## src/hw/rtl/hmfe_pkg.sv

```systemverilog
package hmfe_pkg;

    // one byte on the line to the controller
    typedef logic [7:0] octet_t;

    // most bytes that one input word can cause
    localparam int unsigned MAX_BYTES = 7;
    localparam int unsigned CNT_W     = 3;

    // frame kinds
    localparam logic [1:0] MODE_UNPROTO = 2'd0;
    localparam logic [1:0] MODE_COMMAND = 2'd1;
    localparam logic [1:0] MODE_DATA    = 2'd2;
    localparam logic [1:0] MODE_RAW     = 2'd3;

    // framing and escape codes
    localparam octet_t FEND  = 8'hC0;
    localparam octet_t FESC  = 8'hDB;
    localparam octet_t TFEND = 8'hDC;
    localparam octet_t TFESC = 8'hDD;

    // header characters
    localparam octet_t CHAR_DATA    = 8'h44;  // 'D'
    localparam octet_t CHAR_COMMAND = 8'h43;  // 'C'
    localparam octet_t CHAR_ZERO    = 8'h30;  // '0'
    localparam octet_t CHAR_AT      = 8'h40;  // 'A' - 1

    // byte list built from one input word
    typedef struct packed {
        octet_t [MAX_BYTES-1:0] seq;
        logic   [CNT_W-1:0]     count;
    } burst_t;

endpackage

```

## src/hw/rtl/host_mode_frame_encoder.sv

```systemverilog
// channel   direction  handshake              payload
// input     in         in_valid / in_ready    mode, channel, data_byte, byte_valid,
//                                             first_byte, last_byte
// output    out        out_valid / out_ready  out_byte, run_last
// config    in         cfg_wr_en              cfg_wr_data (port_number)
//
// one output word per cycle leaves the output register unless out_ready stalls;
// an input word causes zero to seven of them and holds the byte slot until the
// last moves on. the next input word is taken in the cycle its predecessor's last
// byte moves to the output register; a word causing no byte leaves the slot free.
// reset clears the slot and output valid flags and sets port_number to 1.
// a stall on out_ready holds the output register and then the slot and input.
module host_mode_frame_encoder
    import hmfe_pkg::*;
(
    input  logic       clk,
    input  logic       rst_n,
    input  logic       in_valid,
    output logic       in_ready,
    input  logic [1:0] mode,
    input  logic [4:0] channel,
    input  logic [7:0] data_byte,
    input  logic       byte_valid,
    input  logic       first_byte,
    input  logic       last_byte,
    output logic       out_valid,
    input  logic       out_ready,
    output logic [7:0] out_byte,
    output logic       run_last,
    input  logic       cfg_wr_en,
    input  logic [3:0] cfg_wr_data
);

    logic [3:0] port_reg;
    burst_t     burst;
    logic       can_load;
    logic       load;

    // port number register
    always_ff @(posedge clk or negedge rst_n)
    begin
        if (!rst_n)
        begin
            port_reg <= 4'd1;
        end
        else if (cfg_wr_en)
        begin
            port_reg <= cfg_wr_data;
        end
    end

    assign in_ready = can_load;
    assign load     = in_valid && can_load;

    // build the byte list for the incoming word
    hmfe_expand u_expand (
        .mode        (mode),
        .channel     (channel),
        .data_byte   (data_byte),
        .byte_valid  (byte_valid),
        .first_byte  (first_byte),
        .last_byte   (last_byte),
        .port_number (port_reg),
        .burst       (burst)
    );

    // hold the list and send it one byte at a time
    hmfe_emit u_emit (
        .clk       (clk),
        .rst_n     (rst_n),
        .load      (load),
        .burst     (burst),
        .can_load  (can_load),
        .out_valid (out_valid),
        .out_ready (out_ready),
        .out_byte  (out_byte),
        .run_last  (run_last)
    );

endmodule

```

## src/hw/rtl/hmfe_expand.sv

```systemverilog
module hmfe_expand
    import hmfe_pkg::*;
(
    input  logic [1:0] mode,
    input  logic [4:0] channel,
    input  logic [7:0] data_byte,
    input  logic       byte_valid,
    input  logic       first_byte,
    input  logic       last_byte,
    input  logic [3:0] port_number,
    output burst_t     burst
);

    octet_t letter;
    octet_t digit;
    octet_t stream;

    // header characters
    always_comb
    begin
        letter = (mode == MODE_COMMAND) ? CHAR_COMMAND : CHAR_DATA;
        digit  = CHAR_ZERO + {4'b0000, port_number};
        if (mode == MODE_UNPROTO || (mode == MODE_COMMAND && channel == 5'd0))
        begin
            stream = CHAR_ZERO;
        end
        else
        begin
            stream = CHAR_AT + {3'b000, channel};
        end
    end

    // lay out delimiter, header, payload with escapes, closing delimiter
    always_comb
    begin
        logic [CNT_W-1:0] pos;
        pos = '0;
        burst.seq = '0;
        if (first_byte)
        begin
            burst.seq[pos] = FEND;
            pos = pos + 1'b1;
            if (mode != MODE_RAW)
            begin
                burst.seq[pos] = letter;
                pos = pos + 1'b1;
                burst.seq[pos] = digit;
                pos = pos + 1'b1;
                burst.seq[pos] = stream;
                pos = pos + 1'b1;
            end
        end
        if (byte_valid)
        begin
            if (data_byte == FEND || data_byte == FESC)
            begin
                burst.seq[pos] = FESC;
                pos = pos + 1'b1;
                burst.seq[pos] = (data_byte == FEND) ? TFEND : TFESC;
                pos = pos + 1'b1;
            end
            else
            begin
                burst.seq[pos] = data_byte;
                pos = pos + 1'b1;
            end
        end
        if (last_byte)
        begin
            burst.seq[pos] = FEND;
            pos = pos + 1'b1;
        end
        burst.count = pos;
    end

endmodule

```

## src/hw/rtl/hmfe_emit.sv

```systemverilog
module hmfe_emit
    import hmfe_pkg::*;
(
    input  logic       clk,
    input  logic       rst_n,
    input  logic       load,
    input  burst_t     burst,
    output logic       can_load,
    output logic       out_valid,
    input  logic       out_ready,
    output logic [7:0] out_byte,
    output logic       run_last
);

    logic                       slot_valid_reg, slot_valid_next;
    octet_t [MAX_BYTES-1:0]     seq_reg;
    logic   [CNT_W-1:0]         cnt_reg;
    logic   [CNT_W-1:0]         idx_reg, idx_next;
    logic                       out_valid_reg;
    octet_t                     out_byte_reg;
    logic                       run_last_reg;

    logic out_load;
    logic slot_end;

    // move one byte from the slot into the output register when it is free
    assign out_load = slot_valid_reg && (!out_valid_reg || out_ready);
    assign slot_end = (idx_reg == cnt_reg - 1'b1);
    assign can_load = !slot_valid_reg || (out_load && slot_end);

    // slot control
    always_comb
    begin
        slot_valid_next = slot_valid_reg;
        idx_next        = idx_reg;
        if (out_load)
        begin
            idx_next = idx_reg + 1'b1;
            if (slot_end)
            begin
                slot_valid_next = 1'b0;
            end
        end
        if (load)
        begin
            slot_valid_next = (burst.count != '0);
            idx_next        = '0;
        end
    end

    // control registers
    always_ff @(posedge clk or negedge rst_n)
    begin
        if (!rst_n)
        begin
            slot_valid_reg <= 1'b0;
            idx_reg        <= '0;
            out_valid_reg  <= 1'b0;
        end
        else
        begin
            slot_valid_reg <= slot_valid_next;
            idx_reg        <= idx_next;
            if (out_load)
            begin
                out_valid_reg <= 1'b1;
            end
            else if (out_ready)
            begin
                out_valid_reg <= 1'b0;
            end
        end
    end

    // payload registers
    always_ff @(posedge clk)
    begin
        if (load)
        begin
            seq_reg <= burst.seq;
            cnt_reg <= burst.count;
        end
        if (out_load)
        begin
            out_byte_reg <= seq_reg[idx_reg];
            run_last_reg <= slot_end;
        end
    end

    assign out_valid = out_valid_reg;
    assign out_byte  = out_byte_reg;
    assign run_last  = run_last_reg;

endmodule
```

## config.mk

```make
export PLATFORM = sky130hd
export DESIGN_NAME = host_mode_frame_encoder
export DESIGN_NICKNAME = d
export VERILOG_FILES = /design/src/hw/rtl/hmfe_pkg.sv /design/src/hw/rtl/host_mode_frame_encoder.sv /design/src/hw/rtl/hmfe_expand.sv /design/src/hw/rtl/hmfe_emit.sv
export SDC_FILE = /design/constraint.sdc
export NUM_CORES = 1
export LEC_CHECK = 0
export BUFFER_PORTS_ARGS = -buffer_cell sky130_fd_sc_hd__buf_4
export CAP_MARGIN = 20
export CORE_MARGIN = 1.5
export CORE_UTILIZATION = 58
export DETAILED_ROUTE_END_ITERATION = 7
export PLACE_DENSITY = 0.76
export SKIP_LAST_GASP = 1
export SYNTH_ARGS = -nofsm -noshare
export SYNTH_HDL_FRONTEND = slang
export SYNTH_SLANG_ARGS = --single-unit
```

## constraint.sdc

```tcl
create_clock -name clk -period 3.8 [get_ports clk]
set_input_delay 0.19 -clock clk [delete_from_list [all_inputs] [get_ports clk]]
set_output_delay 0.19 -clock clk [all_outputs]
set_load 0.05 [all_outputs]
```

---- Word level (Yosys, flattened, before mapping) ----
Index checks and enable logic that the tools add are counted.
word-level totals
  bits in registers ....................... 77
  bits of input ports ..................... 27
  output and inout port bits .............. 11
  logic and storage cells ................. 89
operators by class
  add/subtract/negate cells ............... 7
  $lt $le $gt $ge ......................... 7
  equality and inequality tests ........... 5
  mux-type cells .......................... 30
  bitwise logic cells ..................... 6
  reduce and logical (&&, ||, !) cells .... 20
operators by type and width
  cell                 number
  $mux 56              3
  $bwmux 56            2
  $demux 8 s3          3
  $and 42x42->42       1
  $not 42->42          1
  $or 24x42->42        1
  $mux 8               5
  $mux 32              1
  $bmux 8 s3           1
  $mux 24              1
  $mux 3               8
  $eq 8x8->1 const B   2
  $lt 3x4->1 const B   4
  $and 8x14->14        1
  $not 14->14          1
  $or 14x14->14        1
  $add 3x1->3 const B  4
  $ge 3x1->1 const B   3
  $add 7x5->8 const A  1
  $add 6x4->7 const A  1
  $logic_and 1x1->1    7
  $mux 1               6
  $reduce_bool 2->1    3
  $logic_not 5->1      1
  9 further kinds      13

---- Longest topological paths before layout ----
Gate-level depths: netlist of the first run.
  depth after elaboration ................. 14
  depth in mapped cells ................... 11
  mapped depth without buffers ............ 11

---- Cells and area by module ----
From an unflattened synthesis of the first run, not the netlist that was laid out.
unflattened totals
  cells, all modules ...................... 297
  area, all modules ....................... 3829.9 um2
by module, submodules not included
  module                   times used  cells each  area an instance (um2)  sequential area each (um2)
  hmfe_emit                1           158         2872.8                  2167.1
  hmfe_expand              1           130         804.5                   0.0
  host_mode_frame_encoder  1           9           152.6                   101.3

---- Worst setup path before layout of the first run ----
Ideal clock, no wire load.
  kind .................................... register to register
  from .................................... register u_emit.cnt_reg[0]
  to ...................................... register u_emit.cnt_reg[0] (enable)
  data arrival time ....................... 3.546 ns
  required time ........................... 3.384 ns
  path slack .............................. -0.162 ns
  stages on the path, launching flop included .. 7
  path buffers ............................ 0
  cell sequence ........................... edfxtp_1 > inv_1 > ha_1 > xnor3_1 > nand3_1 > o21ai_0 > and2_1
between the ends
  longest elaborated chain between the ends .. 5
ends and longest elaborated chain
  element                 line                           text
  start, declared         hmfe_emit.sv:17                logic [CNT_W-1:0] cnt_reg;
  start signal, assigned  hmfe_emit.sv:81                cnt_reg <= burst.count;
  $sub 3x1->3             hmfe_emit.sv:28                assign slot_end = (idx_reg == cnt_reg - 1'b1);
  $eq 3x3->1              hmfe_emit.sv:28
  $logic_and 1x1->1       hmfe_emit.sv:29                assign can_load = !slot_valid_reg || (out_load && slot_end);
  $logic_or 1x1->1        hmfe_emit.sv:29
  via in_ready            host_mode_frame_encoder.sv:19  output logic in_ready,
  $logic_and 1x1->1       host_mode_frame_encoder.sv:53  assign load = in_valid && can_load;
  via load                host_mode_frame_encoder.sv:37  logic load;
The timed path passes the listed nets, and every way through them passes these cells.
A chain may end at the register's enable or synchronous reset.

---- Worst setup path in the final report of the first run ----
  from .................................... register u_emit.idx_reg[1]
  to ...................................... register u_emit.seq_reg[27] (netlist name) (enable)
between the ends
  longest elaborated chain between the ends .. 4
ends and longest elaborated chain
  element                 line                           text
  start, declared         hmfe_emit.sv:18                logic [CNT_W-1:0] idx_reg, idx_next;
  start signal, assigned  hmfe_emit.sv:63                idx_reg <= idx_next;
  $eq 3x3->1              hmfe_emit.sv:28
  $logic_and 1x1->1       hmfe_emit.sv:29
  $logic_or 1x1->1        hmfe_emit.sv:29
  $logic_and 1x1->1       host_mode_frame_encoder.sv:53
  via load                host_mode_frame_encoder.sv:37
  end signal, assigned    hmfe_emit.sv:80                seq_reg <= burst.seq;
  end, declared           hmfe_emit.sv:16                octet_t [MAX_BYTES-1:0] seq_reg;
The timed path passes the listed nets, and every way through them passes these cells.

==> results of run 1 <==
cells in the mapped netlist, types with 5 or more instances:
library cell	number	area share
a21oi_1	12	0.017
nand2b_1	6	0.011
nand2_1	21	0.022
nor2_1	24	0.026
mux2i_1	9	0.026
nand3_1	11	0.016
ha_1	5	0.018
mux4_2	8	0.051
o21ai_0	13	0.018
clkbuf_1	5	0.0053
buf_2	5	0.0071
mux2_2	9	0.029
and2_1	10	0.018
dfrtp_1	8	0.057
edfxtp_1	62	0.53
inv_1	14	0.015
through the flow:
stage	util	instance area [um^2]	instances	setup slack, ps
floorplan	-	3540	278	354
finish	0.696	4100	397	1190
CTS	0.696	4100	397	1180
global route	0.696	4100	397	982
detailed placement	0.656	3860	380	883
global placement	0.656	3860	380	1040
metal layers:
| metal | wire, um | vias to the layer above |
|---|---|---|
| met4 | 129 | 0 |
| met2 | 3600 | 80 |
| met3 | 350 | 13 |
| met5 | 0 | - |
| met1 | 2850 | 1146 |
| li1 | - | 1100 |
worst max-delay path, stage by stage (launching register included):
cell and delay, ps:
dfrtp_1 850, xor2_1 200, nand3_1 160, o21ai_0 290
and2_2 190, buf_4 520
placed cells by master (no fill, tap or decap), types with 2 or more instances in the layout:
cell / Yosys / final
a31oi_1: 2 / 2
o22ai_1: 3 / 3
o2bb2ai_1: 2 / 2
buf_4: 1 / 39
ha_1: 5 / 5
and3_2: 3 / 3
mux2_2: 9 / 9
xor2_1: 2 / 2
mux4_2: 8 / 8
nor2b_1: 3 / 3
dfrtp_1: 8 / 8
nor3_1: 2 / 2
and2_1: 10 / 9
a21o_1: 2 / 2
nor2_1: 24 / 24
and3_1: 2 / 2
nand2b_1: 6 / 6
nand4_1: 2 / 2
mux2i_1: 9 / 9
conb_1: 1 / 4
edfxtp_1: 62 / 62
nand3_1: 11 / 11
inv_1: 14 / 14
nand2_1: 21 / 21
a211oi_1: 3 / 3
o21ai_0: 13 / 13
clkbuf_8: 0 / 10
bufinv_16: 0 / 2
o21a_1: 2 / 2
a21oi_1: 12 / 12
path summary, 6_finish.rpt:
path | cells after the start | endpoint
worst min register to register | 1 | port_reg[1]$_DFFE_PN0P_
max in group asynchronous | 2 | port_reg[0]$_DFFE_PN1P_
min in group asynchronous | 2 | u_emit.out_valid$_DFFE_PN0P_
worst max register to register | 5 | u_emit.seq_reg[27]$_DFFE_PP_
worst max-delay path | 5 | u_emit.seq_reg[27]$_DFFE_PP_
worst min-delay path | 2 | port_reg[1]$_DFFE_PN0P_
where the power goes:
part / switching, uW / internal (uW) / leakage (uW)
clock network: 276 / 388 / 0.000110
logic: 568 / 380 / 0.000792
registers: 115 / 1110 / 0.000683
total: 959 / 1880 / 0.00158
final cells by class:
cell class              count  area [um^2]
clock buffers              11          141
inverters                  14         52.6
fillers                   443         1790
clock inverters             5         81.3
well taps                  75         93.8
repair buffers             40          303
flip-flops and latches     71         2090
multi-input cells         181         1340
cells by family after synthesis:
logic type	share of synthesized area
AOI/OAI and AO/OA	0.0926
xor gates and xnor gates	0.0138
buffers and inverters	0.0326
other	0.00106
DFF	0.592
adders and majority gates	0.0177
and+or+nand+nor	0.144
muxes	0.105
timing repair:
action | CTS | global route
hold endpoints to repair | 9 | 0
hold buffers | 1 | 0
resized for setup | 0 | 0
==> results.yml, run 1 <==
finish:
  area_growth_pct: 16.1
  drive_gt1_frac: 0.267
  diodes: 0
  largest_register_ffs: 50
  final_nets: 349
setup_path:
  required_ps: 3770
  end_kind: "register"
  crit_path_start_kind: "register"
  crit_type: "register to register"
  r2r-start: "u_emit.idx_reg[1]$_DFFE_PN0P_"
  r2r_slack_ps: 1190
  startpoint: "u_emit.idx_reg[1]$_DFFE_PN0P_"
  cp.arrival_ps: 2580
  critPathMaxFanout: 53
yosys:
  async_flop_share: 0.127
  yosysSeqAreaShare: 0.592
  synth_ff_type: "edfxtp_1"
  synth_seq_cells: 71
  syn_area_mm2: 0.00353
  synth-edff-count: 62
  synthCells: 275
  yosys_warnings: 0
  synth_cell_types: 53
  avgSynthCellArea_um2: 12.8
sta:
  hold_viol: 0
  rsz0062_at_grt: "false"
  tns_ps: 0
  timing.slew.headroom: 0.480
  fin_skew_ps: 8.92
  timing_worst_slew_pin_value_ps: 780
  fin_crit_sh: 0.687
  fin_crit_ps: 2610
  whs_ps: 81.5
  setup_viol: 0
  slew_violations: 0
  max_freq_mhz: 383
grt:
  met3_usage: 0.0483
  antenna_found_initial: 0
  grt-ovfl-total: 0
  track_usage: 0.236
  grt_pass1_wl_mm: 11.2
  use_met2: 0.389
  busiest_layer: "met2"
  first_global_vias: 2301
  met1_usage: 0.301
  grt_max_degree: 54
worst_hold_path:
  hp-start: "cfg_wr_data[1]"
  hold_class: "input pin to register"
die:
  core_area_mm2: 0.00589
  die_x_um: 81.0
  io_pins: 38
  die_y_um: 81.0
  initial_utilization: 0.599
  dieArea_mm2: 0.00656
  row_count: 28
detailed_routing:
  vias_per_cell: 5.89
  vias: 2339
  ant_nets: 0
  wire_per_inst_um: 17.5
  drc: 0
  dr.pass1.iters: 4
  drtIter0Drc: 146
  wl_mm: 6.93
clock_network:
  cts_setup_buffers: 0
  cts_tree: "built"
  cts_num_sinks: 71
  clockBufferDepth: 2
  clkSlewWorstSetupHoldPaths_ps: 80
  cts_max_level: 3
  cts_made_buffers: 9
  clock_latency_ps: 340
  cts_root_buf: "clkbuf_8"
power_and_ir_drop:
  irDropWorstVdd_v: 0.000565
  powerDensity_mw_per_mm2: 693
  p_leak_uw: 0.00158
  total_power_uw: 2840
place:
  place_hpwl_mm: 4.87
  io_buffers: 37
  gp_congestion: 0.856
run:
  timing.max_cap.violations: 0
run_status:
  status: "complete, no violations"
No activity file was read; power rests on OpenSTA's default activity.
==> run 2: changes to the inputs <==
--- a/config.mk
+++ b/config.mk
@@ -5,12 +5,13 @@
 export SDC_FILE = /design/constraint.sdc
 export NUM_CORES = 1
 export LEC_CHECK = 0
+export ABC_AREA = 1
 export BUFFER_PORTS_ARGS = -buffer_cell sky130_fd_sc_hd__buf_4
 export CAP_MARGIN = 20
 export CORE_MARGIN = 1.5
-export CORE_UTILIZATION = 58
+export CORE_UTILIZATION = 53
 export DETAILED_ROUTE_END_ITERATION = 7
-export PLACE_DENSITY = 0.76
+export PLACE_DENSITY = 0.73
 export SKIP_LAST_GASP = 1
 export SYNTH_ARGS = -nofsm -noshare
 export SYNTH_HDL_FRONTEND = slang
==> constraint.sdc (replaced) <==
create_clock -name clk -period 2.4 [get_ports clk]
set_input_delay 0.12 -clock clk [delete_from_list [all_inputs] [get_ports clk]]
set_output_delay 0.12 -clock clk [all_outputs]
set_load 0.05 [all_outputs]
==> run 2 against run 1 <==
  * Critical path depth rose by 2
  * Flip-flop and latch count did not move
  * Largest cell class unchanged
  * Clock power rose by 54%
  * Non-clock buffer count grew 9
  * Synthesized cell count rose by 36%
  * Maximum frequency rose by 30%
  * Sequential power up 49%
  * Clock-buffer cell count decreased by 2
  * Largest power group unchanged
  * Clock skew about the same
  * Via count is 17% higher
  * Global-route usage decreased by 0.76 points
  * Total power grew 55%
==> results.yml, run 2 <==
setup_path:
  cp_slowest_cell: "edfxtp_1"
  crit_type: "register to register"
  required_ps: 2420
  crit_path_start_kind: "register"
  end_kind: "register"
  max_stage_delay_ps: 400
  cp.arrival_ps: 2030
  critPathMaxFanout: 56
  path_cells: "inv_1, ha_1, xnor2_1, nor2_1, nand3_2, a21boi_4, buf_12"
  r2r_slack_ps: 390
power_and_ir_drop:
  power.switching_uw: 1620
  p_int_uw: 2770
  total_power_uw: 4390
  irDropWorstVdd_v: 0.000769
  combPwrFrac: 0.351
  powerDensity_mw_per_mm2: 1040
  power_frac_seq: 0.418
  p_leak_uw: 0.00181
  swShare: 0.369
  clkPwrFrac: 0.232
die:
  initial_utilization: 0.553
  core_area_mm2: 0.00639
  io_pins: 38
  row_count: 29
  die_y_um: 84.7
  die_x_um: 84.7
  dieArea_mm2: 0.00717
yosys:
  synth_ff_type: "edfxtp_1"
  synth_area_leader_cell: "edfxtp_1"
  yosys_warnings: 0
  avgSynthCellArea_um2: 9.45
  synth.most_common_cell: "nand2_1"
  synth_cell_types: 36
  syn_area_mm2: 0.00353
  synth_area_leaders: "edfxtp_1 53%, nand2_1 7.8%, nor2_1 6.3%"
  synth-edff-count: 62
  synth_top_cells_by_count: "73 x nand2_1, 62 x edfxtp_1, 59 x nor2_1, 38 x inv_1, 36 x o21ai_0"
  yosysSeqAreaShare: 0.591
  synthCells: 374
  synth_seq_cells: 71
  synth.top_cell.area_share: 0.527
  async_flop_share: 0.127
finish:
  largest_register_ffs: 50
  diodes: 0
  utilization: 0.660
  layout.cells.most_common_list: "73 x nand2_1, 62 x edfxtp_1, 59 x nor2_1, 43 x buf_4, 38 x inv_1"
  final_nets: 458
  final_cells: 508
  layout_commonest_cell: "nand2_1"
  area_growth_pct: 19.3
  drive_gt1_frac: 0.195
sta:
  fin_crit_sh: 0.839
  timing_worst_slew_pin_value_ps: 501
  max_freq_mhz: 496
  fin_crit_ps: 2010
  whs_ps: 4.85
  hold_viol: 0
  rsz0062_at_grt: "false"
  setup_viol: 0
  fin_skew_ps: 8.64
  timing.slew.headroom: 0.663
  worst_slack_ps: 385
  slew_violations: 0
detailed_routing:
  dr.pass1.iters: 5
  wl_mm: 7.62
  wire_per_inst_um: 15.0
  vias_per_cell: 5.41
  drtIter0Drc: 281
  drc: 0
  ant_nets: 0
  vias: 2748
clock_network:
  cts_root_buf: "clkbuf_8"
  cts_made_buffers: 9
  cts_tree: "built"
  cts_num_sinks: 71
  clockBufferDepth: 2
  clock_latency_ps: 340
  cts_max_level: 3
  cts_setup_buffers: 0
  clkSlewWorstSetupHoldPaths_ps: 70
grt:
  track_usage: 0.229
  grt_pass1_wl_mm: 12.5
  grt-ovfl-total: 0
  first_global_vias: 2473
  grt_max_degree: 57
  antenna_found_initial: 0
place:
  placed_cells: 487
  dp_slack_ps: 300
  place_hpwl_mm: 5.42
  io_buffers: 37
  gp_congestion: 0.909
run_status:
  status: "complete, no violations"
run:
  timing.max_cap.violations: 0
worst_hold_path:
  hold_class: "input pin to register"
-- run 2: changes by cell type after synthesis, sizes merged, moves of 6 or more --
cell	change
nand2	+58
mux4	-8
inv	+29
nand2b	-6
nor2	+37
o21ai	+27
and2	-9
mux2i	-9
mux2	-8
-- run 2: what timing repair did --
item | 4_1_cts | 5_1_grt
endpoints found under the hold margin | 13 | 0
hold buffers | 5 | 0
gates resized for setup | 0 | 0
-- run 2: worst max-delay path: cells and delay by family (launching register included) --
family	cells	cell delay (ps)
AND/OR/NAND/NOR	2	310
adder cells (fa/ha/maj)	1	240
flip-flops	1	400
XOR/XNOR	1	130
buffers and inverters	2	400
AO/OA/AOI/OAI	1	190
-- run 2: layout make-up --
class / count / area, um^2
Clock inverter: 7 / 87.6
Timing Repair Buffer: 49 / 393
Sequential cell: 71 / 2090
Clock buffer: 9 / 124
Multi-Input combinational cell: 251 / 1260
Inverter: 44 / 166
Fill cell: 482 / 2170
Tap cell: 77 / 96.3
-- run 2: metal layers --
layer  GRT usage  wire length [um]
met1       0.339              3490
met2       0.338              3470
met3      0.0383               496
met4      0.0938               157
met5           0                 0
-- run 2: logic make-up (layout without fill, tap and decap cells) --
| kind of cell | after synthesis | after routing | synth area share |
|---|---|---|---|
| AOI/OAI and AO/OA | 70 | 70 | 0.114 |
| and+or+nand+nor | 167 | 167 | 0.202 |
| xor gates and xnor gates | 4 | 4 | 0.00991 |
| muxes | 1 | 1 | 0.00319 |
| buffers and inverters | 55 | 109 | 0.0619 |
| other | 1 | 4 | 0.00106 |
| adders and majority gates | 5 | 5 | 0.0177 |
| DFF | 71 | 71 | 0.591 |
-- run 2: path summary, 6_finish.rpt --
kind	from	cells past startpoint	to
max in group asynchronous	rst_n	2	port_reg[0]$_DFFE_PN1P_
max reg2reg	u_emit.cnt_reg[0]$_DFFE_PP_	7	u_emit.seq_reg[12]$_DFFE_PP_
min	cfg_wr_data[0]	2	port_reg[0]$_DFFE_PN1P_
min in group asynchronous	rst_n	2	u_emit.slot_valid_reg$_DFFE_PN0P_
min reg2reg	u_emit.out_valid$_DFFE_PN0P_	2	u_emit.out_valid$_DFFE_PN0P_
max	u_emit.cnt_reg[0]$_DFFE_PP_	7	u_emit.seq_reg[12]$_DFFE_PP_
-- run 2: power groups by stage --
stage / registers, uW / clock network, uW / logic (uW)
2_1_floorplan: 2100 / 0 / 818
3_3_place_gp: 1850 / 0 / 1500
3_5_place_dp: 1860 / 0 / 1540
4_1_cts: 1830 / 1030 / 1550
5_1_grt: 1860 / 1090 / 1690
6_report: 1830 / 1020 / 1540
-- run 2: stage by stage --
step	TNS (ps)	cell area, um^2
6_report	0	4220
2_1_floorplan	-1420	3570
5_1_grt	0	4220
4_1_cts	0	4220
3_3_place_gp	0	3950
3_5_place_dp	0	3950
==> run 3: changes to the inputs <==
==> constraint.sdc (replaced) <==
create_clock -name clk -period 1.82 [get_ports clk]
set_input_delay 0.091 -clock clk [delete_from_list [all_inputs] [get_ports clk]]
set_output_delay 0.091 -clock clk [all_outputs]
set_load 0.05 [all_outputs]
==> run 3 against run 2 <==
  * The flow now finishes with violations (hold timing, setup timing)
  * First-iteration DRC count is 27% lower
  * Clock power is 15% higher
  * Cell area is 12% higher
  * Highest routed layer unchanged
  * Die area stayed put
  * Register-to-register slack worse by 560 ps
  * Sequential share of layout area is 5.5 points lower
  * Global-route usage is 3.7 points higher
  * Via count is 8.1% higher
  * Critical endpoint is now u_emit.seq_reg[17]$_DFFE_PP_
  * Sequential power is 31% higher
  * Critical path depth is 2 higher
==> results.yml, run 3 (synthesis results as in run 2) <==
die:
  core_area_mm2: 0.00639
  dieArea_mm2: 0.00717
  die_y_um: 84.7
  io_pins: 38
  row_count: 29
  initial_utilization: 0.553
  die_x_um: 84.7
power_and_ir_drop:
  p_leak_uw: 0.00204
  swShare: 0.371
  p_int_uw: 3900
  irDropWorstVdd_v: 0.00109
  powerDensity_mw_per_mm2: 1310
  combPwrFrac: 0.426
  clkPwrFrac: 0.188
  power_frac_seq: 0.385
  power.switching_uw: 2300
setup_path:
  crit_type: "register to register"
  crit_path_start_kind: "register"
  end_kind: "register"
  cp.arrival_ps: 2060
  reg2reg_to: "u_emit.seq_reg[17]$_DFFE_PP_"
  required_ps: 1880
  rr_worst_depth: 9
  r2r-start: "u_emit.cnt_reg[0]$_DFFE_PP_"
  r2r_slack_ps: -180
  critPathMaxFanout: 8
finish:
  final_nets: 496
  layout_commonest_cell: "nand2_1"
  finalInstanceArea_mm2: 0.00474
  layout.cells.most_common_list: "69 x nand2_1, 65 x buf_4, 62 x edfxtp_1, 57 x nor2_1, 36 x o21ai_0"
  fill_cells: 434
  drive_gt1_frac: 0.282
  area_growth_pct: 34.2
  largest_register_ffs: 50
  diodes: 0
  utilization: 0.743
detailed_routing:
  vias: 2970
  dr.pass1.iters: 5
  wl_mm: 8.93
  vias_per_cell: 5.45
  drtIter0Drc: 206
  drc: 0
  ant_nets: 0
  wire_per_inst_um: 16.4
run_status:
  status: "complete, but fails checks"
  violations: "hold timing, setup timing"
run:
  timing.max_cap.violations: 0
worst_hold_path:
  hp-start: "cfg_wr_en"
  min_delay_path_depth: 2
  hold_end: "port_reg[2]$_DFFE_PN0P_"
  hold_class: "input pin to register"
place:
  io_buffers: 37
  place_area_mm2: 0.00418
  place_hpwl_mm: 5.77
  gp_congestion: 0.865
sta:
  fin_skew_ps: 8.05
  hold_viol: 1
  slew_violations: 0
  max_freq_mhz: 500
  worst_slack_ps: -179
  rsz0062_at_grt: "true"
  setup_viol: 57
  fin_crit_ps: 2000
  whs_ps: -0.934
  fin_crit_sh: 1.10
clock_network:
  clock_latency_ps: 340
  clockBufferDepth: 2
  clkSlewWorstSetupHoldPaths_ps: 70
  cts_num_sinks: 71
  cts_tree: "built"
  cts_max_level: 3
  cts_made_buffers: 9
  cts_root_buf: "clkbuf_8"
grt:
  antenna_found_initial: 0
  grt-ovfl-total: 0
  track_usage: 0.265
  grt_pass1_wl_mm: 14.3
  grt_max_degree: 27
  first_global_vias: 2825
[run 3: per-stage QoR]
stage,std cells,power (uW),TNS [ps],setup WS [ps],hold WS [ps]
after floorplan,377,3850,-33660,-606,-205
after global placement,508,4490,-1510,-67.7,-73.3
after detailed placement,508,4570,-3170,-102,-72.1
after CTS,547,6190,-1940,-66.8,10.6
after global routing,545,6490,-10390,-221,54.0
final,545,6200,-7910,-179,-0.934
[run 3: routing by layer]
| layer | part of all wire | vias up | track usage | routed length (um) |
|---|---|---|---|---|
| met5 | 0 | - | 0 | 0 |
| met4 | 0.017 | 0 | 0.0938 | 148 |
| met3 | 0.050 | 12 | 0.0472 | 451 |
| met2 | 0.53 | 116 | 0.470 | 4700 |
| met1 | 0.41 | 1413 | 0.326 | 3630 |
| li1 | - | 1429 | - | - |
[run 3: worst max-delay path by stage]
stage / endpoint / start / slack (ps)
after floorplan: u_emit.cnt_reg[0]$_DFFE_PP_ / u_emit.cnt_reg[0]$_DFFE_PP_ / -610
after global placement: u_emit.slot_valid_reg$_DFFE_PN0P_ / data_byte[2] / -70
after detailed placement: u_emit.slot_valid_reg$_DFFE_PN0P_ / data_byte[2] / -100
after CTS: u_emit.seq_reg[22]$_DFFE_PP_ / u_emit.cnt_reg[0]$_DFFE_PP_ / -70
after global routing: u_emit.seq_reg[22]$_DFFE_PP_ / u_emit.cnt_reg[0]$_DFFE_PP_ / -220
final: u_emit.seq_reg[17]$_DFFE_PP_ / u_emit.cnt_reg[0]$_DFFE_PP_ / -180
[run 3: repair_timing]
action,CTS,global route
buffers inserted,8,2
hold buffers,11,0
endpoints found under the hold margin,14,0
setup endpoints to repair,54,58
gates cloned,5,0
gates resized for setup,14,4
pin swaps,4,0
[run 3: area by class of cell]
| type | instances | area (um^2) | share of cell area |
|---|---|---|---|
| repair buffers | 87 | 868 | 0.183 |
| clock inverters | 5 | 50.0 | 0.0106 |
| inverters | 44 | 191 | 0.0404 |
| flip-flops and latches | 71 | 2090 | 0.441 |
| clock buffers | 10 | 128 | 0.0269 |
| multi-input cells | 251 | 1320 | 0.278 |
| well taps | 77 | 96.3 | 0.0203 |
[run 3: power groups by stage]
stage	clock network [uW]	logic (uW)	registers [uW]
6_report	1170	2650	2390
5_1_grt	1240	2830	2420
4_1_cts	1190	2630	2380
3_5_place_dp	0	2160	2410
3_3_place_gp	0	2100	2390
2_1_floorplan	0	1080	2770
[run 3: worst max-delay path, stage by stage (launching register included)]
cell and delay [ps]:
edfxtp_1 420, inv_2 100, ha_4 210, xnor2_2 140, nor2_2 110, nand3_2 140, a21boi_4 210, buf_12 150
buf_12 110, buf_16 120
